[config.mk]
export PLATFORM = sky130hd
export DESIGN_NAME = pcr_ctrl
export DESIGN_NICKNAME = d
export VERILOG_FILES = /design/src/rtl/core/pcr_pkg.sv /design/src/rtl/core/pcr_ctrl.sv
export SDC_FILE = /design/constraint.sdc
export NUM_CORES = 1
export LEC_CHECK = 0
export BUFFER_PORTS_ARGS = -buffer_cell sky130_fd_sc_hd__buf_4
export CAP_MARGIN = 20
export CORE_UTILIZATION = 53
export CTS_CLUSTER_SIZE = 12
export DETAILED_ROUTE_END_ITERATION = 16
export GPL_TIMING_DRIVEN = 0
export HOLD_SLACK_MARGIN = 0.1
export PLACE_DENSITY = 0.78
export SLEW_MARGIN = 5
export SYNTH_ARGS = -nofsm -noshare
export SYNTH_HDL_FRONTEND = slang
export SYNTH_SLANG_ARGS = --single-unit
export TNS_END_PERCENT = 5
[constraint.sdc]
create_clock -name clk -period 7.87 [get_ports clk]
set_input_delay 1.574 -clock clk [delete_from_list [all_inputs] [get_ports clk]]
set_output_delay 1.574 -clock clk [all_outputs]
set_load 0.1 [all_outputs]
[src/rtl/core/pcr_pkg.sv]
// Shared types, constants and the recolor mapping for the palette remap unit.
// No dependencies.
`default_nettype none

package pcr_pkg;

  localparam int PALETTE_ENTRIES = 256;
  localparam int IDX_W           = $clog2(PALETTE_ENTRIES);
  localparam int CNT_W           = $clog2(PALETTE_ENTRIES + 1);
  localparam int COMP_W          = 8;
  localparam int RGB_W           = 3 * COMP_W;
  localparam int DIST_W          = 2 * COMP_W + 2;
  localparam int COLOR_W         = 8;

  localparam logic [COLOR_W-1:0] SHADOW_IDX = 8'd109;

  typedef enum logic [1:0] {
    OP_WRITE   = 2'd0,
    OP_SEARCH  = 2'd1,
    OP_RECOLOR = 2'd2
  } op_t;

  typedef enum logic [2:0] {
    MODE_NONE  = 3'd0,
    MODE_DARK  = 3'd1,
    MODE_GRAY  = 3'd2,
    MODE_GREEN = 3'd3,
    MODE_GOLD  = 3'd4,
    MODE_RED   = 3'd5,
    MODE_BLUE  = 3'd6
  } mode_t;

  typedef enum logic [1:0] {
    ST_IDLE,
    ST_FETCH,
    ST_SCAN
  } state_t;

  typedef struct packed {
    logic [COMP_W-1:0] r;
    logic [COMP_W-1:0] g;
    logic [COMP_W-1:0] b;
  } rgb_t;

  typedef struct packed {
    logic             vld;
    logic [IDX_W-1:0] idx;
  } dist_req_t;

  typedef struct packed {
    logic              vld;
    logic [IDX_W-1:0]  idx;
    logic [DIST_W-1:0] dist_sq;
  } dist_rsp_t;

  // Integer form of the HSV round trip; v is the largest component.
  function automatic rgb_t recolor_map(rgb_t c, mode_t m);
    logic [COMP_W-1:0]   v;
    logic [COMP_W+1:0]   v3;
    rgb_t                o;
    v = c.r;
    if (c.g > v) v = c.g;
    if (c.b > v) v = c.b;
    v3 = {2'b00, v} + {1'b0, v, 1'b0};
    unique case (m)
      MODE_DARK:  o = '{r: c.r >> 1, g: c.g >> 1, b: c.b >> 1};
      MODE_GRAY:  o = '{r: v, g: v, b: v};
      MODE_GREEN: o = '{r: '0, g: v, b: v >> 2};
      MODE_GOLD:  o = '{r: v, g: v3[COMP_W+1:2], b: '0};
      MODE_RED:   o = '{r: v, g: '0, b: '0};
      default:    o = '{r: '0, g: '0, b: v};
    endcase
    return o;
  endfunction

endpackage

`default_nettype wire

[src/rtl/core/pcr_ctrl.sv]
// Sequencer: request decode, palette writes, source fetch, scan and best-match tracking.
// Depends on pcr_pkg.
`default_nettype none

module pcr_ctrl
  import pcr_pkg::*;
(
  input  wire logic               clk,
  input  wire logic               rst_n,
  input  wire logic               start,
  input  wire logic [1:0]         in_operation,
  input  wire logic [7:0]         in_entry_index,
  input  wire logic [7:0]         in_red,
  input  wire logic [7:0]         in_green,
  input  wire logic [7:0]         in_blue,
  input  wire logic [2:0]         in_color_mode,
  input  wire logic               in_keep_shadow_gray,
  output logic                    busy,
  output logic                    out_valid,
  output logic [COLOR_W-1:0]      out_color_index,
  output logic                    ram_we,
  output logic [IDX_W-1:0]        ram_waddr,
  output logic [RGB_W-1:0]        ram_wdata,
  output logic [IDX_W-1:0]        ram_raddr,
  input  wire logic [RGB_W-1:0]   ram_rdata,
  output dist_req_t               dist_req,
  output rgb_t                    target,
  input  wire dist_rsp_t          dist_rsp
);

  state_t              state_r, state_nxt;
  logic [CNT_W-1:0]    cnt_r, cnt_nxt;
  logic                s1_vld_r, s1_vld_nxt;
  logic [IDX_W-1:0]    s1_idx_r, s1_idx_nxt;
  logic [DIST_W-1:0]   best_dist_r, best_dist_nxt;
  logic [IDX_W-1:0]    best_idx_r, best_idx_nxt;
  rgb_t                target_r, target_nxt;
  logic                src_ok_r, src_ok_nxt;
  mode_t               mode_r, mode_nxt;
  logic                out_valid_r, out_valid_nxt;
  logic [COLOR_W-1:0]  result_r, result_nxt;

  logic accept, idx_ok, bypass, issuing, better, hit, last;
  rgb_t src_rgb;

  always_comb begin
    accept  = start && (state_r == ST_IDLE);
    idx_ok  = {1'b0, in_entry_index} < 9'(PALETTE_ENTRIES);
    bypass  = (in_color_mode == MODE_NONE) || (in_color_mode > MODE_BLUE) ||
              (in_keep_shadow_gray && (in_entry_index == SHADOW_IDX));
    issuing = cnt_r < CNT_W'(PALETTE_ENTRIES);
    better  = dist_rsp.vld && (dist_rsp.dist_sq < best_dist_r);
    hit     = dist_rsp.vld && (dist_rsp.dist_sq == '0);
    last    = dist_rsp.vld && (dist_rsp.idx == IDX_W'(PALETTE_ENTRIES - 1));
    src_rgb = src_ok_r ? rgb_t'(ram_rdata) : '0;

    state_nxt     = state_r;
    cnt_nxt       = cnt_r;
    s1_vld_nxt    = 1'b0;
    s1_idx_nxt    = s1_idx_r;
    best_dist_nxt = best_dist_r;
    best_idx_nxt  = best_idx_r;
    target_nxt    = target_r;
    src_ok_nxt    = src_ok_r;
    mode_nxt      = mode_r;
    out_valid_nxt = 1'b0;
    result_nxt    = result_r;
    ram_we        = 1'b0;
    ram_raddr     = cnt_r[IDX_W-1:0];

    unique case (state_r)
      ST_IDLE: begin
        ram_raddr = in_entry_index[IDX_W-1:0];
        if (accept) begin
          case (op_t'(in_operation))
            OP_WRITE: begin
              ram_we = idx_ok;
            end
            OP_SEARCH: begin
              target_nxt    = '{r: in_red, g: in_green, b: in_blue};
              cnt_nxt       = '0;
              best_dist_nxt = '1;
              state_nxt     = ST_SCAN;
            end
            OP_RECOLOR: begin
              if (bypass) begin
                out_valid_nxt = 1'b1;
                result_nxt    = in_entry_index;
              end else begin
                src_ok_nxt = idx_ok;
                mode_nxt   = mode_t'(in_color_mode);
                state_nxt  = ST_FETCH;
              end
            end
            default: ;
          endcase
        end
      end
      ST_FETCH: begin
        // source entry is on the read port now
        target_nxt    = recolor_map(src_rgb, mode_r);
        cnt_nxt       = '0;
        best_dist_nxt = '1;
        state_nxt     = ST_SCAN;
      end
      ST_SCAN: begin
        if (issuing) begin
          cnt_nxt    = cnt_r + 1'b1;
          s1_vld_nxt = 1'b1;
          s1_idx_nxt = cnt_r[IDX_W-1:0];
        end
        if (better) begin
          best_dist_nxt = dist_rsp.dist_sq;
          best_idx_nxt  = dist_rsp.idx;
        end
        if (hit || last) begin
          out_valid_nxt = 1'b1;
          result_nxt    = COLOR_W'(better ? dist_rsp.idx : best_idx_r);
          s1_vld_nxt    = 1'b0;
          state_nxt     = ST_IDLE;
        end
      end
      default: state_nxt = ST_IDLE;
    endcase
  end

  always_ff @(posedge clk) begin
    if (!rst_n) begin
      state_r     <= ST_IDLE;
      s1_vld_r    <= 1'b0;
      out_valid_r <= 1'b0;
    end else begin
      state_r     <= state_nxt;
      s1_vld_r    <= s1_vld_nxt;
      out_valid_r <= out_valid_nxt;
    end
  end

  always_ff @(posedge clk) begin
    cnt_r       <= cnt_nxt;
    s1_idx_r    <= s1_idx_nxt;
    best_dist_r <= best_dist_nxt;
    best_idx_r  <= best_idx_nxt;
    target_r    <= target_nxt;
    src_ok_r    <= src_ok_nxt;
    mode_r      <= mode_nxt;
    result_r    <= result_nxt;
  end

  assign busy            = (state_r != ST_IDLE);
  assign out_valid       = out_valid_r;
  assign out_color_index = result_r;
  assign ram_waddr       = in_entry_index[IDX_W-1:0];
  assign ram_wdata       = {in_red, in_green, in_blue};
  assign dist_req        = '{vld: s1_vld_r, idx: s1_idx_r};
  assign target          = target_r;

endmodule

`default_nettype wire

==> flow_summary.yaml <==
pwr:
  seqPwrFrac: 0.344
  power_density_nw_per_um2: 189
  clkPwrFrac: 0.275
  leakagePower_nw: 3.40
  p_switching_mw: 0.546
  ir_drop_uv: 138
  power_mw: 1.48
  p_int_mw: 0.931
  power_frac_comb: 0.380
  swShare: 0.370
clocking:
  clkTransAtPathRegs_ns: 0.06
  cts_tree: "yes"
  ctsHoldBuffers: 0
  cts-resized-gates: 0
  clock_sinks: 82
  cts.path.max_buffers: 2
  clockRootBuffer: "clkbuf_16"
  cts_made_buffers: 9
  post_cts_buffers: 0
  htreeDepth: 3
  insertion_delay_ns: 0.34
worst_setup_path:
  critical_path_class: "input pin to flip-flop"
  r2r_end: "best_dist_r[5]$_SDFFCE_PP1P_"
  r2r_cells: 10
  crit_fanout: 10
  r2r-start: "best_dist_r[1]$_SDFFCE_PP1P_"
  r2r_setup_slack_ns: 4.47
  start_kind: "input pin"
  arrival_ns: 7.13
  cp-end-kind: "flip-flop"
  crit_required_ns: 7.94
layout:
  post-route-cell-area_um2: 7810
  layout_commonest_cell: "buf_4"
  finalNetCount: 923
  drive_gt1_frac: 0.347
  n_fill_cell: 877
  mostFrequentLayoutCells: "buf_4 (209), edfxtp_1 (78), inv_1 (42)"
  diodes: 0
  area_growth_pct: 29.9
synthesis:
  synth_fp_nets: 735
  async_flop_share: 0
  ys_seq_elements: 82
  yosys.cell_types.count: 77
  syn-cell-area_um2: 6010
  ys.flop_type: "edfxtp_1"
  synth_warnings: 0
  avgSynthCellArea_um2: 9.95
  seq_area_frac_synth: 0.403
  synth-edff-count: 78
  netlist_instances: 604
timing:
  max_freq_ghz: 0.142
  setup_violations: 0
  fin_ws_ns: 0.818
  hold_viol: 0
  clock-skew-final_ns: 0.00874
  worst_pin_slew_ns: 0.936
  drv_slew: 0
  hold_ws_ns: 0.550
  rsz0062_at_grt: "no"
  period_needed_ns: 7.05
  slew_headroom: 0.371
  setup_tns_ns: 0
  min_period_over_period: 0.896
placement:
  pre_cts_slack_ns: 0.583
  placed_area_um2: 7530
  hpwlAfterDp_um: 13500
  routabilityCongestion: 0.962
  port_buffers: 175
worst_hold_path:
  hold_class: "flip-flop to flip-flop"
  holdPathEnd: "s1_idx_r[1]$_DFFE_PP_"
  hold_start: "cnt_r[1]$_SDFFCE_PP0P_"
  hold_depth: 0
drt:
  first_iter_violations: 428
  drc: 0
  num_vias: 5544
  finalWirelength_um: 17300
  wl_per_cell_um: 18.4
  ant_nets: 0
  first_pass_iters: 5
  viasPerCell: 5.92
flow_run:
  maxCapViolCount: 0
die:
  die_area_um2: 11800
  chipWidth_um: 109
  die_h_um: 109
  start_util: 0.550
  ios: 176
  rows: 38
  fp.coreArea_um2: 10900
grt:
  grt_pass1_wl_um: 26500
  grt_pass1_vias: 5118
  use_met1: 0.406
  grt_most_used_layer: "met2"
  grt_max_degree: 21
  grt_use_total: 0.296
  use_met2: 0.488
  grt_remaining_overflow: 0
  grtUsageMet3: 0.0542
  antenna_found_initial: 0
outcome:
  outcome: "complete, no violations"
-- power groups by stage --
| stage | Combinational [mW] | Sequential (mW) | Clock [mW] |
|---|---|---|---|
| after floorplan | 0.341 | 0.572 | 0 |
| after global placement | 0.543 | 0.518 | 0 |
| after detailed placement | 0.552 | 0.518 | 0 |
| after CTS | 0.555 | 0.509 | 0.408 |
| after global routing | 0.594 | 0.511 | 0.424 |
| final | 0.562 | 0.509 | 0.407 |
-- sequential cells by signal, summed over array words and instances, names as in the netlist --
register / cells
best_idx_r: 8
target: 24
s1_vld_r: 1
out_valid: 1
state_r: 2
out_color_index: 8
mode_r: 3
s1_idx_r: 8
best_dist_r: 18
cnt_r: 9
-- worst max-delay path, cell delays in order --
cell      delay, ns
buf_4          0.11
inv_1          0.04
ha_1           0.27
nor2b_1        0.13
o211ai_1       0.13
a21oi_2        0.31
o21a_1         0.14
buf_2          0.19
mux2i_1        0.61
ha_1           0.37
a21o_1         0.16
a21o_1         0.17
a21oi_1        0.18
o211a_4        0.23
clkbuf_1       0.39
nor3_1         0.12
a21oi_1        0.70
ha_1           0.34
nor4_1         0.07
a311oi_1       0.45
nor4_1         0.11
a221oi_2       0.19
nand3_1        0.12
-- how the worst max path moves through the flow --
stage / startpoint / endpoint / depth (start not counted) / slack (ns)
finish: ram_rdata[17] / target[14]$_DFFE_PP_ / 23 / 0.82
global route: ram_rdata[17] / target[14]$_DFFE_PP_ / 23 / 0.48
CTS: ram_rdata[17] / target[14]$_DFFE_PP_ / 23 / 0.93
detailed placement: ram_rdata[17] / target[14]$_DFFE_PP_ / 23 / 0.58
global placement: ram_rdata[17] / target[14]$_DFFE_PP_ / 23 / 0.67
floorplan: ram_rdata[17] / target[14]$_DFFE_PP_ / 23 / 1.84
-- cell type report --
| class | instances | area (um2) | area share |
|---|---|---|---|
| sequential | 82 | 2420 | 0.310 |
| multi-input combinational | 419 | 3070 | 0.393 |
| inverter | 45 | 169 | 0.0216 |
| buffer | 58 | 358 | 0.0458 |
| tap | 140 | 175 | 0.0224 |
| clock inverter | 5 | 55.1 | 0.00705 |
| clock buffer | 10 | 229 | 0.0293 |
| timing repair buffer | 177 | 1340 | 0.171 |
-- cells in the mapped netlist, types with 4 or more instances --
cell      number  area share
edfxtp_1      78        0.39
inv_1         42       0.026
ha_1          39       0.081
nor2_1        37       0.023
buf_4         33       0.041
mux2_2        30       0.056
nand2_1       30       0.019
a21oi_1       29       0.024
nand2b_1      23       0.024
clkbuf_1      22       0.014
o21ai_0       20       0.017
nand3_1       18       0.015
nor3_1        18       0.015
a21o_1        16       0.020
a22oi_1       14       0.017
a31oi_1        8      0.0083
nand4_1        8      0.0083
and3_1         7      0.0073
nor2b_1        7      0.0073
nor4_1         7      0.0073
o21a_1         7      0.0087
a221oi_1       5      0.0073
mux2i_1        5      0.0083
or3_1          5      0.0052
xnor2_1        5      0.0073
a221o_1        4      0.0067
dfxtp_1        4       0.013
o211ai_1       4      0.0050
o21ai_1        4      0.0033
o22ai_1        4      0.0042
xor2_1         4      0.0058
-- routing by layer --
layer | vias to the layer above | part of all wire
li1 | 2621 | -
met1 | 2641 | 0.44
met2 | 263 | 0.47
met3 | 19 | 0.076
met4 | 0 | 0.011
met5 | - | 0
-- stage by stage --
step	instances	utilization
floorplan	604	-
global placement	919	0.686
detailed placement	921	0.688
CTS	936	0.714
global route	936	0.714
finish	936	0.714
-- cell families after synthesis --
logic type | count (synthesis) | synth area share
adders and majority gates | 39 | 0.0812
xor gates and xnor gates | 9 | 0.0131
DFF | 82 | 0.403
buffers and inverters | 103 | 0.0876
muxes | 36 | 0.0670
and+or+nand+nor | 178 | 0.155
AOI/OAI and AO/OA | 157 | 0.193
Note: power is estimated with default switching activity, not from simulation.
