## config.mk

```make
export PLATFORM = sky130hd
export DESIGN_NAME = pcr_dist
export DESIGN_NICKNAME = d
export VERILOG_FILES = /design/src/rtl/core/pcr_pkg.sv /design/src/rtl/core/pcr_dist.sv
export SDC_FILE = /design/constraint.sdc
export NUM_CORES = 1
export LEC_CHECK = 0
export ABC_CLOCK_PERIOD_IN_PS = 17800
export BUFFER_PORTS_ARGS = -buffer_cell sky130_fd_sc_hd__buf_4
export CORE_UTILIZATION = 30
export DETAILED_ROUTE_END_ITERATION = 16
export SETUP_SLACK_MARGIN = 0.3
export SLEW_MARGIN = 25
export SYNTH_ARGS = -nofsm -noshare
export SYNTH_HDL_FRONTEND = slang
export SYNTH_SLANG_ARGS = --single-unit
```

## constraint.sdc

```tcl
create_clock -name clk -period 17.8 [get_ports clk]
set_clock_uncertainty 0.2 [all_clocks]
set_input_delay 0.89 -clock clk [delete_from_list [all_inputs] [get_ports clk]]
set_output_delay 0.89 -clock clk [all_outputs]
set_load 0.05 [all_outputs]
```

## src/rtl/core/pcr_pkg.sv

```systemverilog
// Shared types, constants and the recolor mapping for the palette remap unit.
// No dependencies.
`default_nettype none

package pcr_pkg;

  localparam int PALETTE_ENTRIES = 256;
  localparam int IDX_W           = $clog2(PALETTE_ENTRIES);
  localparam int CNT_W           = $clog2(PALETTE_ENTRIES + 1);
  localparam int COMP_W          = 8;
  localparam int RGB_W           = 3 * COMP_W;
  localparam int DIST_W          = 2 * COMP_W + 2;
  localparam int COLOR_W         = 8;

  localparam logic [COLOR_W-1:0] SHADOW_IDX = 8'd109;

  typedef enum logic [1:0] {
    OP_WRITE   = 2'd0,
    OP_SEARCH  = 2'd1,
    OP_RECOLOR = 2'd2
  } op_t;

  typedef enum logic [2:0] {
    MODE_NONE  = 3'd0,
    MODE_DARK  = 3'd1,
    MODE_GRAY  = 3'd2,
    MODE_GREEN = 3'd3,
    MODE_GOLD  = 3'd4,
    MODE_RED   = 3'd5,
    MODE_BLUE  = 3'd6
  } mode_t;

  typedef enum logic [1:0] {
    ST_IDLE,
    ST_FETCH,
    ST_SCAN
  } state_t;

  typedef struct packed {
    logic [COMP_W-1:0] r;
    logic [COMP_W-1:0] g;
    logic [COMP_W-1:0] b;
  } rgb_t;

  typedef struct packed {
    logic             vld;
    logic [IDX_W-1:0] idx;
  } dist_req_t;

  typedef struct packed {
    logic              vld;
    logic [IDX_W-1:0]  idx;
    logic [DIST_W-1:0] dist_sq;
  } dist_rsp_t;

  // Integer form of the HSV round trip; v is the largest component.
  function automatic rgb_t recolor_map(rgb_t c, mode_t m);
    logic [COMP_W-1:0]   v;
    logic [COMP_W+1:0]   v3;
    rgb_t                o;
    v = c.r;
    if (c.g > v) v = c.g;
    if (c.b > v) v = c.b;
    v3 = {2'b00, v} + {1'b0, v, 1'b0};
    unique case (m)
      MODE_DARK:  o = '{r: c.r >> 1, g: c.g >> 1, b: c.b >> 1};
      MODE_GRAY:  o = '{r: v, g: v, b: v};
      MODE_GREEN: o = '{r: '0, g: v, b: v >> 2};
      MODE_GOLD:  o = '{r: v, g: v3[COMP_W+1:2], b: '0};
      MODE_RED:   o = '{r: v, g: '0, b: '0};
      default:    o = '{r: '0, g: '0, b: v};
    endcase
    return o;
  endfunction

endpackage

`default_nettype wire

```

## src/rtl/core/pcr_dist.sv

```systemverilog
// Shared squared-distance unit: one palette entry against the target per cycle.
// Depends on pcr_pkg.
`default_nettype none

module pcr_dist
  import pcr_pkg::*;
(
  input  wire logic      clk,
  input  wire logic      rst_n,
  input  wire dist_req_t req,
  input  wire rgb_t      pix,
  input  wire rgb_t      tgt,
  output dist_rsp_t      rsp
);

  logic [COMP_W-1:0]   ad_r, ad_g, ad_b;
  logic [2*COMP_W-1:0] sq_r, sq_g, sq_b;
  logic [DIST_W-1:0]   sum;
  logic                vld_r;
  logic [IDX_W-1:0]    idx_r;
  logic [DIST_W-1:0]   dist_r;

  always_comb begin
    ad_r = (tgt.r > pix.r) ? tgt.r - pix.r : pix.r - tgt.r;
    ad_g = (tgt.g > pix.g) ? tgt.g - pix.g : pix.g - tgt.g;
    ad_b = (tgt.b > pix.b) ? tgt.b - pix.b : pix.b - tgt.b;
    sq_r = ad_r * ad_r;
    sq_g = ad_g * ad_g;
    sq_b = ad_b * ad_b;
    sum  = DIST_W'(sq_r) + DIST_W'(sq_g) + DIST_W'(sq_b);
  end

  always_ff @(posedge clk) begin
    if (!rst_n) begin
      vld_r <= 1'b0;
    end else begin
      vld_r <= req.vld;
    end
  end

  always_ff @(posedge clk) begin
    idx_r  <= req.idx;
    dist_r <= sum;
  end

  assign rsp = '{vld: vld_r, idx: idx_r, dist_sq: dist_r};

endmodule

`default_nettype wire

```

==> results of run 1 <==
## kinds of logic (layout without fill, tap and decap cells)
kind of cell | Yosys count | count (layout)
compound gates | 105 | 105
fa+ha+maj | 263 | 263
mux | 19 | 19
xor+xnor | 35 | 35
simple gates | 180 | 180
buf+inv | 267 | 341
flops | 27 | 27
## registers in the layout, summed over array words and instances, names as in the netlist
name and flops:
idx_r 8, dist_r 18, vld_r 1
## stage by stage
| step | setup slack [ps] | utilization (%) | hold slack (ps) |
|---|---|---|---|
| floorplan | 9180 | - | 718 |
| global placement | 8250 | 34.4 | 795 |
| detailed placement | 8160 | 34.4 | 796 |
| CTS | 8430 | 34.7 | 498 |
| global route | 7820 | 34.7 | 492 |
| finish | 8440 | 34.7 | 506 |
## layout by cell type (no fill, tap or decap), types with 8 or more instances in the layout
cell type  instances
inv_1            247
fa_1             139
ha_1             124
buf_4             89
nor2_1            81
a21oi_1           42
dfxtp_1           27
xnor2_1           20
nand2b_1          19
nand2_1           18
mux2i_1           18
o21ai_0           16
or2_2             16
xor2_1            14
a21o_1            13
nor2b_1           10
nand3_1            8
## per-layer routing
metal	vias to the layer above	global-route usage [%]
li1	2869	-
met1	2844	17.0
met2	77	25.0
met3	11	1.03
met4	0	2.09
met5	-	0
## area by class of cell
type	instances	area share, %
clock buffer	3	0.830
clock inverter	1	0.0830
inverter	248	10.3
multi-input combinational	602	70.8
sequential	27	5.97
tap	335	4.63
timing repair buffer	89	7.38
## path summary, 6_finish.rpt
kind / depth (start not counted) / to / slack (ps)
worst max-delay path: 30 / dist_r[16]$_DFF_P_ / 8440
worst min-delay path: 1 / idx_r[6]$_DFF_P_ / 510
## worst max-delay path: cells and delay by family
family                   cells  cell delay [ps]
adder cells (fa/ha/maj)     10             4450
AO/OA/AOI/OAI                7             1860
multiplexers                 1              260
buffers and inverters        7              450
XOR/XNOR                     2              900
AND/OR/NAND/NOR              3              550
## synth_stat cells, types with 13 or more instances
cell        n
inv_1     247
fa_1      139
ha_1      124
nor2_1     81
a21oi_1    42
dfxtp_1    27
xnor2_1    21
nand2b_1   19
mux2i_1    18
nand2_1    18
o21ai_0    16
or2_2      16
xor2_1     14
a21o_1     13
==> summary.txt, run 1 <==
Status
  • Status: complete, no violations

Yosys
  • Synthesized Nets: 1218
  • Mapped Area: 7950 µm²
  • Mapped Avg Cell Area: 8.88 µm²
  • Area contributors post-synth: fa_1, ha_1, inv_1
  • Share of flip-flops with an asynchronous set or reset: 0%
  • Post-synthesis mux area share: 2.41%
  • Post-synth top flop: dfxtp_1
  • Area share of and/or/nand/nor cells after synthesis: 11.1%
  • Top cell type's share of synthesized area: 35.0%
  • Register area share after synthesis: 6.80%
  • Synth area leader: fa_1
  • Syn. warnings: 0
  • Library cells used by synthesis: 55
  • #FFs+latches synth: 27
  • Synth Area in XOR/XNOR: 3.85%
  • Complex-gate fraction of the synthesized area: 8.64%
  • Post-synth EDFFs: 0
  • Synth Area in Adders: 54.5%
  • Syn Inst Count: 896
  • Combinational family with the most area after synthesis: adder cells

Setup path
  • Slowest CP cell: xor2_1
  • CP Max Fanout: 13
  • Kind of critical path: in2reg
  • Crit path capture type: flip-flop
  • Critical path data arrival time: 9380 ps
  • Startpoint types: input port
  • CP startpoint: tgt[16]
  • Max incr delay on CP: 750 ps
  • Crit path top cell by count: fa_1
  • Crit path required time: 17810 ps

Layout
  • Antenna Cells: 0
  • Post-route design area: 9050 µm²
  • Footprint of the multi-input gates: 6410 µm²
  • Nets: 1293
  • Post-route insts no fill: 1305
  • Register Area: 541 µm²
  • # fillers: 2721
  • Layout Area Growth over Synthesis: 13.7%
  • Share of layout cells above drive strength 1: 12.5%

Place
  • RD Place Congestion: 0.856
  • Hpwl dp: 15000 µm
  • Number of port buffers: 85
  • Placed Instances: 1301
  • Placed cell area: 8960 µm²

Route
  • DR WL/cell: 12.8 µm
  • Max layer used: met4
  • Wire length on met1: 7320 µm
  • DR WL met3: 544 µm
  • Met2 wire length: 8710 µm
  • DRT Pass-1 Iters: 4
  • Routed WL: 16700 µm
  • Antenna-violating nets left: 0
  • DRC violation count after routing: 0
  • First DRT Iteration DRCs: 256
  • Via/cell ratio: 4.45
  • Vias: 5801

STA
  • Max-slew violations: 0
  • Hold Vio Cnt, Final: 0
  • Unrepaired setup endpoints after global routing: false
  • FMAX: 107 MHz
  • Relative max-transition margin: 34.1%
  • Min Clock Period, post-route: 9360 ps
  • Final period utilization: 52.6%
  • Setup TNS: 0 ps
  • Slew @ Worst Pin: 981 ps
  • Final setup viols: 0

Die
  • # IOs: 86
  • Rows: 59
  • Core box area: 26100 µm²
  • Initial Util: 30.5%
  • Die X: 165 µm
  • Die area: 27200 µm²
  • Die H: 165 µm

Global routing
  • First-pass GRT wire length: 29100 µm
  • Grt total ovfl: 0
  • Vias in the first global route: 6180
  • Initial antenna violation count: 0
  • Pin count of the biggest net entering global routing: 17
  • GRT Resource Usage Total: 13.4%

Clock network
  • Post-CTS Hold Buffers: 0
  • Clock sinks: 27
  • Num CTS Buffers: 3
  • Clock transition at path regs: 80 ps
  • H-tree level count: 1
  • Resize count post-CTS: 0
  • Root Driver: clkbuf_16
  • Post-CTS Setup Bufs: 0
  • CTS Buffer Depth: 2
  • CTS tree: done

Hold path
  • HP Start: req[6]
  • HP Class: in2reg

Flow run
  • Number of max-cap violations: 0
Power of run 1 is left out: the tool's default activity adds up to more than one toggle a clock period on the data nets, which glitch-free logic cannot reach.
==> inputs of run 2 (changes only) <==
Settings changed: ABC_CLOCK_PERIOD_IN_PS 17800 to 9300.
Clock period 17.8 ns to 9.3 ns, I/O delays scaled along.
==> summary.txt, run 2 (synthesis gave the netlist of run 1 again) <==
Clock network
  • Root Driver: clkbuf_16
  • CTS Buffer Depth: 2 (unchanged)
  • Clock transition at path regs: 80 ps (about the same)
  • Clock sinks: 27 (unchanged)
  • CTS tree: done
  • H-tree level count: 1 (unchanged)
  • Post-CTS Hold Buffers: 0 (unchanged)
  • Num CTS Buffers: 3 (unchanged)

Flow run
  • Number of max-cap violations: 0 (unchanged)

Setup path
  • Startpoint types: input port
  • Crit path capture type: flip-flop
  • Kind of critical path: in2reg
  • Critical path data arrival time: 8490 ps (-890 ps)
  • Crit path required time: 9310 ps (-8500 ps)
  • CP Max Fanout: 10 (-3)
  • Slowest CP cell: fa_1
  • Crit path top cell by count: fa_1
  • WP buf/inv: 9 (+2)
  • CP startpoint: tgt[16]
  • Crit-path leading delay family: adder cells
  • Max incr delay on CP: 540 ps (-210 ps)

Layout
  • Most frequent cells in the layout: inv_1, fa_1, ha_1, buf_4, nor2_1
  • Footprint of the multi-input gates: 6430 µm² (+0.35%)
  • Commonest non-fill, non-tap cell in the layout: inv_1
  • Register Area: 541 µm² (unchanged)
  • Share of layout cells above drive strength 1: 14.6% (+2.2 points)
  • Largest regs: dist_r: 18 flops, idx_r: 8 flops, vld_r: 1 flops
  • Antenna Cells: 0 (unchanged)
  • Core utilization of the finished layout: 35.4% (+0.69 points)
  • Layout Area Growth over Synthesis: 16.0%
  • # fillers: 2657 (-2.4%)
  • Nets: 1314 (+1.6%)
  • Largest Register: dist_r
  • Number of flip-flops in the largest register: 18 (unchanged)

STA
  • Unrepaired setup endpoints after global routing: false
  • Relative max-transition margin: 45.9% (+12 points)
  • Final setup viols: 0 (unchanged)
  • Setup TNS: 0 ps (unchanged)
  • FMAX: 118 MHz
  • Min Clock Period, post-route: 8490 ps
  • Final period utilization: 91.3%
  • Max-slew violations: 0 (unchanged)
  • Slew @ Worst Pin: 811 ps (-170 ps)
  • Hold Vio Cnt, Final: 0 (unchanged)

Route
  • Via/cell ratio: 4.41 (-0.79%)
  • DRC violation count after routing: 0 (unchanged)
  • Antenna-violating nets left: 0 (unchanged)
  • DRT Pass-1 Iters: 4 (unchanged)
  • DR WL/cell: 12.8 µm (-0.44%)
  • Vias: 5848 (+0.81%)
  • First DRT Iteration DRCs: 196 (-23%)
  • Routed WL: 16900 µm (+1.2%)

Place
  • Number of port buffers: 85 (unchanged)
  • Hpwl dp: 15200 µm (+1.0%)
  • RD Place Congestion: 0.855 (about the same)

Die
  • Die area: 27200 µm² (unchanged)
  • Die H: 165 µm (unchanged)
  • # IOs: 86 (unchanged)
  • Initial Util: 30.5% (unchanged)
  • Core box area: 26100 µm² (unchanged)
  • Die X: 165 µm (unchanged)
  • Rows: 59 (unchanged)

Status
  • Status: complete, no violations

Hold path
  • HP Start: req[5]
  • HP Class: in2reg

Global routing
  • Pin count of the biggest net entering global routing: 17 (unchanged)
  • Grt total ovfl: 0 (unchanged)
  • Initial antenna violation count: 0 (unchanged)
  • First-pass GRT wire length: 29300 µm (+0.52%)
  • Vias in the first global route: 6351 (+2.8%)
  • GRT Resource Usage Total: 13.5% (+0.086 points)
==> run 2: metal layers <==
layer	vias to the layer above	share of wire [%]	GRT usage [%]
met3	4	2.7	1.36
met5	-	0	0
met1	2873	45	16.8
li1	2905	-	-
met2	66	52	25.6
met4	0	0.43	1.42
==> run 2: worst paths after layout <==
| check | end | slack, ps | cells past startpoint |
|---|---|---|---|
| max | dist_r[16]$_DFF_P_ | 810 | 32 |
| min | idx_r[5]$_DFF_P_ | 90 | 1 |
==> run 2: repair_timing <==
action	CTS	global route
buffers inserted	0	4
setup endpoints to repair	0	4
gates resized for setup	0	3
==> run 2: layout make-up <==
type                       instances  share of cell area (%)
multi-input combinational        602                    69.7
clock buffer                       3                   0.814
inverter                         248                    10.1
sequential                        27                    5.86
tap                              335                    4.54
clock inverter                     1                  0.0814
timing repair buffer             110                    8.95
==> run 2: through the flow <==
step                hold WS (ps)  worst slack, ps  instances  instance area (µm²)
floorplan                    293             1110        896                 7950
detailed placement           371              155       1318                 9080
global route                72.5              368       1326                 9230
global placement             370              337       1318                 9080
CTS                         73.9              430       1322                 9170
finish                      87.7              814       1326                 9230
Power of run 2 is left out for the same reason.
==> inputs of run 3 (changes only) <==
Settings changed: CTS_BUF_LIST set to sky130_fd_sc_hd__clkbuf_8.
==> summary.txt, run 3 (synthesis gave the netlist of run 1 again) <==
Status
  • Status: complete, no violations

Layout
  • Share of layout cells above drive strength 1: 14.6% (unchanged)
  • Most frequent cells in the layout: inv_1, fa_1, ha_1, buf_4, nor2_1
  • Number of flip-flops in the largest register: 18 (unchanged)
  • Largest regs: dist_r: 18 flops, idx_r: 8 flops, vld_r: 1 flops
  • Register Area: 541 µm² (unchanged)
  • Largest Register: dist_r
  • Commonest non-fill, non-tap cell in the layout: inv_1
  • Layout Area Growth over Synthesis: 15.6%
  • Nets: 1314 (unchanged)
  • Antenna Cells: 0 (unchanged)
  • Footprint of the multi-input gates: 6430 µm² (unchanged)
  • Core utilization of the finished layout: 35.3% (-0.13 points)
  • # fillers: 2663 (+0.23%)

Place
  • Hpwl dp: 15200 µm (unchanged)
  • RD Place Congestion: 0.855 (unchanged)
  • Number of port buffers: 85 (unchanged)
  • Pre-CTS setup slack: 155 ps (unchanged)

Route
  • First DRT Iteration DRCs: 233 (+19%)
  • Via/cell ratio: 4.41 (about the same)
  • DR WL/cell: 12.7 µm (-0.18%)
  • Antenna-violating nets left: 0 (unchanged)
  • DRC violation count after routing: 0 (unchanged)
  • Routed WL: 16900 µm (-0.18%)
  • DRT Pass-1 Iters: 5 (+1)
  • Vias: 5847 (-0.017%)

Global routing
  • Pin count of the biggest net entering global routing: 17 (unchanged)
  • Grt total ovfl: 0 (unchanged)
  • Vias in the first global route: 6345 (-0.094%)
  • Initial antenna violation count: 0 (unchanged)
  • First-pass GRT wire length: 29300 µm (about the same)
  • GRT Resource Usage Total: 13.5% (-0.054 points)

Setup path
  • Crit path required time: 9330 ps (+20 ps)
  • Critical path data arrival time: 8510 ps (+20 ps)
  • Crit path capture type: flip-flop
  • Slowest CP cell: fa_1
  • CP Max Fanout: 10 (unchanged)
  • Crit path top cell by count: fa_1
  • Kind of critical path: in2reg
  • Max incr delay on CP: 540 ps (about the same)
  • Startpoint types: input port

STA
  • FMAX: 118 MHz (+0.11%)
  • Max-slew violations: 0 (unchanged)
  • Relative max-transition margin: 48.0% (+2.1 points)
  • Unrepaired setup endpoints after global routing: false
  • Final setup viols: 0 (unchanged)
  • Final period utilization: 91.2% (-0.096 points)
  • Setup TNS: 0 ps (unchanged)
  • Final worst slack: 823 ps (+8.89 ps)
  • Slew @ Worst Pin: 780 ps (-31.0 ps)
  • Hold Vio Cnt, Final: 0 (unchanged)
  • Min Clock Period, post-route: 8480 ps (-8.89 ps)

Die
  • Die X: 165 µm (unchanged)
  • Die H: 165 µm (unchanged)
  • Core box area: 26100 µm² (unchanged)
  • Initial Util: 30.5% (unchanged)
  • # IOs: 86 (unchanged)
  • Rows: 59 (unchanged)
  • Die area: 27200 µm² (unchanged)

Clock network
  • H-tree level count: 1 (unchanged)
  • CTS tree: done
  • Root Driver: clkbuf_8
  • Clock transition at path regs: 110 ps (+30 ps)
  • Clock sinks: 27 (unchanged)
  • CTS Buffer Depth: 2 (unchanged)
  • Num CTS Buffers: 3 (unchanged)

Hold path
  • Hold depth: 1 (unchanged)
  • HP Class: in2reg

Flow run
  • Number of max-cap violations: 0 (unchanged)
## run 3: per-layer routing
metal,GRT usage (%),up-vias,wire [µm]
met5,0,-,0
met4,1.17,0,56
met3,1.21,4,477
met2,25.7,73,8760
met1,16.8,2864,7600
li1,-,2906,-
## run 3: per-stage QoR
step | cells | hold slack, ps | cell area [µm²]
floorplan | 896 | 293 | 7950
CTS | 1322 | 41.1 | 9130
detailed placement | 1318 | 371 | 9080
global placement | 1318 | 370 | 9080
global route | 1326 | 40.8 | 9190
finish | 1326 | 63.9 | 9190
## run 3: cell type report
type	instances	area share [%]
clock buffer	3	0.449
clock inverter	1	0.0817
inverter	248	10.1
multi-input combinational	602	69.9
sequential	27	5.88
tap	335	4.56
timing repair buffer	110	8.98
## run 3: path summary, 6_finish.rpt
check | start | to | slack [ps]
max | tgt[16] | dist_r[16]$_DFF_P_ | 820
min | req[5] | idx_r[5]$_DFF_P_ | 60
## run 3: worst max-delay path, delay by kind of cell
| family | cells | cell delay [ps] |
|---|---|---|
| compound gates | 7 | 1490 |
| fa+ha+maj | 10 | 4430 |
| buf+inv | 9 | 660 |
| xor+xnor | 2 | 360 |
| simple gates | 3 | 710 |
| mux | 1 | 350 |
## run 3: timing repair
action | CTS | global route
setup endpoints to repair | 0 | 4
setup buffers | 0 | 4
resized for setup | 0 | 3
hold buffers | 0 | 0
endpoints found under the hold margin | 0 | 0
Power of run 3 is left out for the same reason.
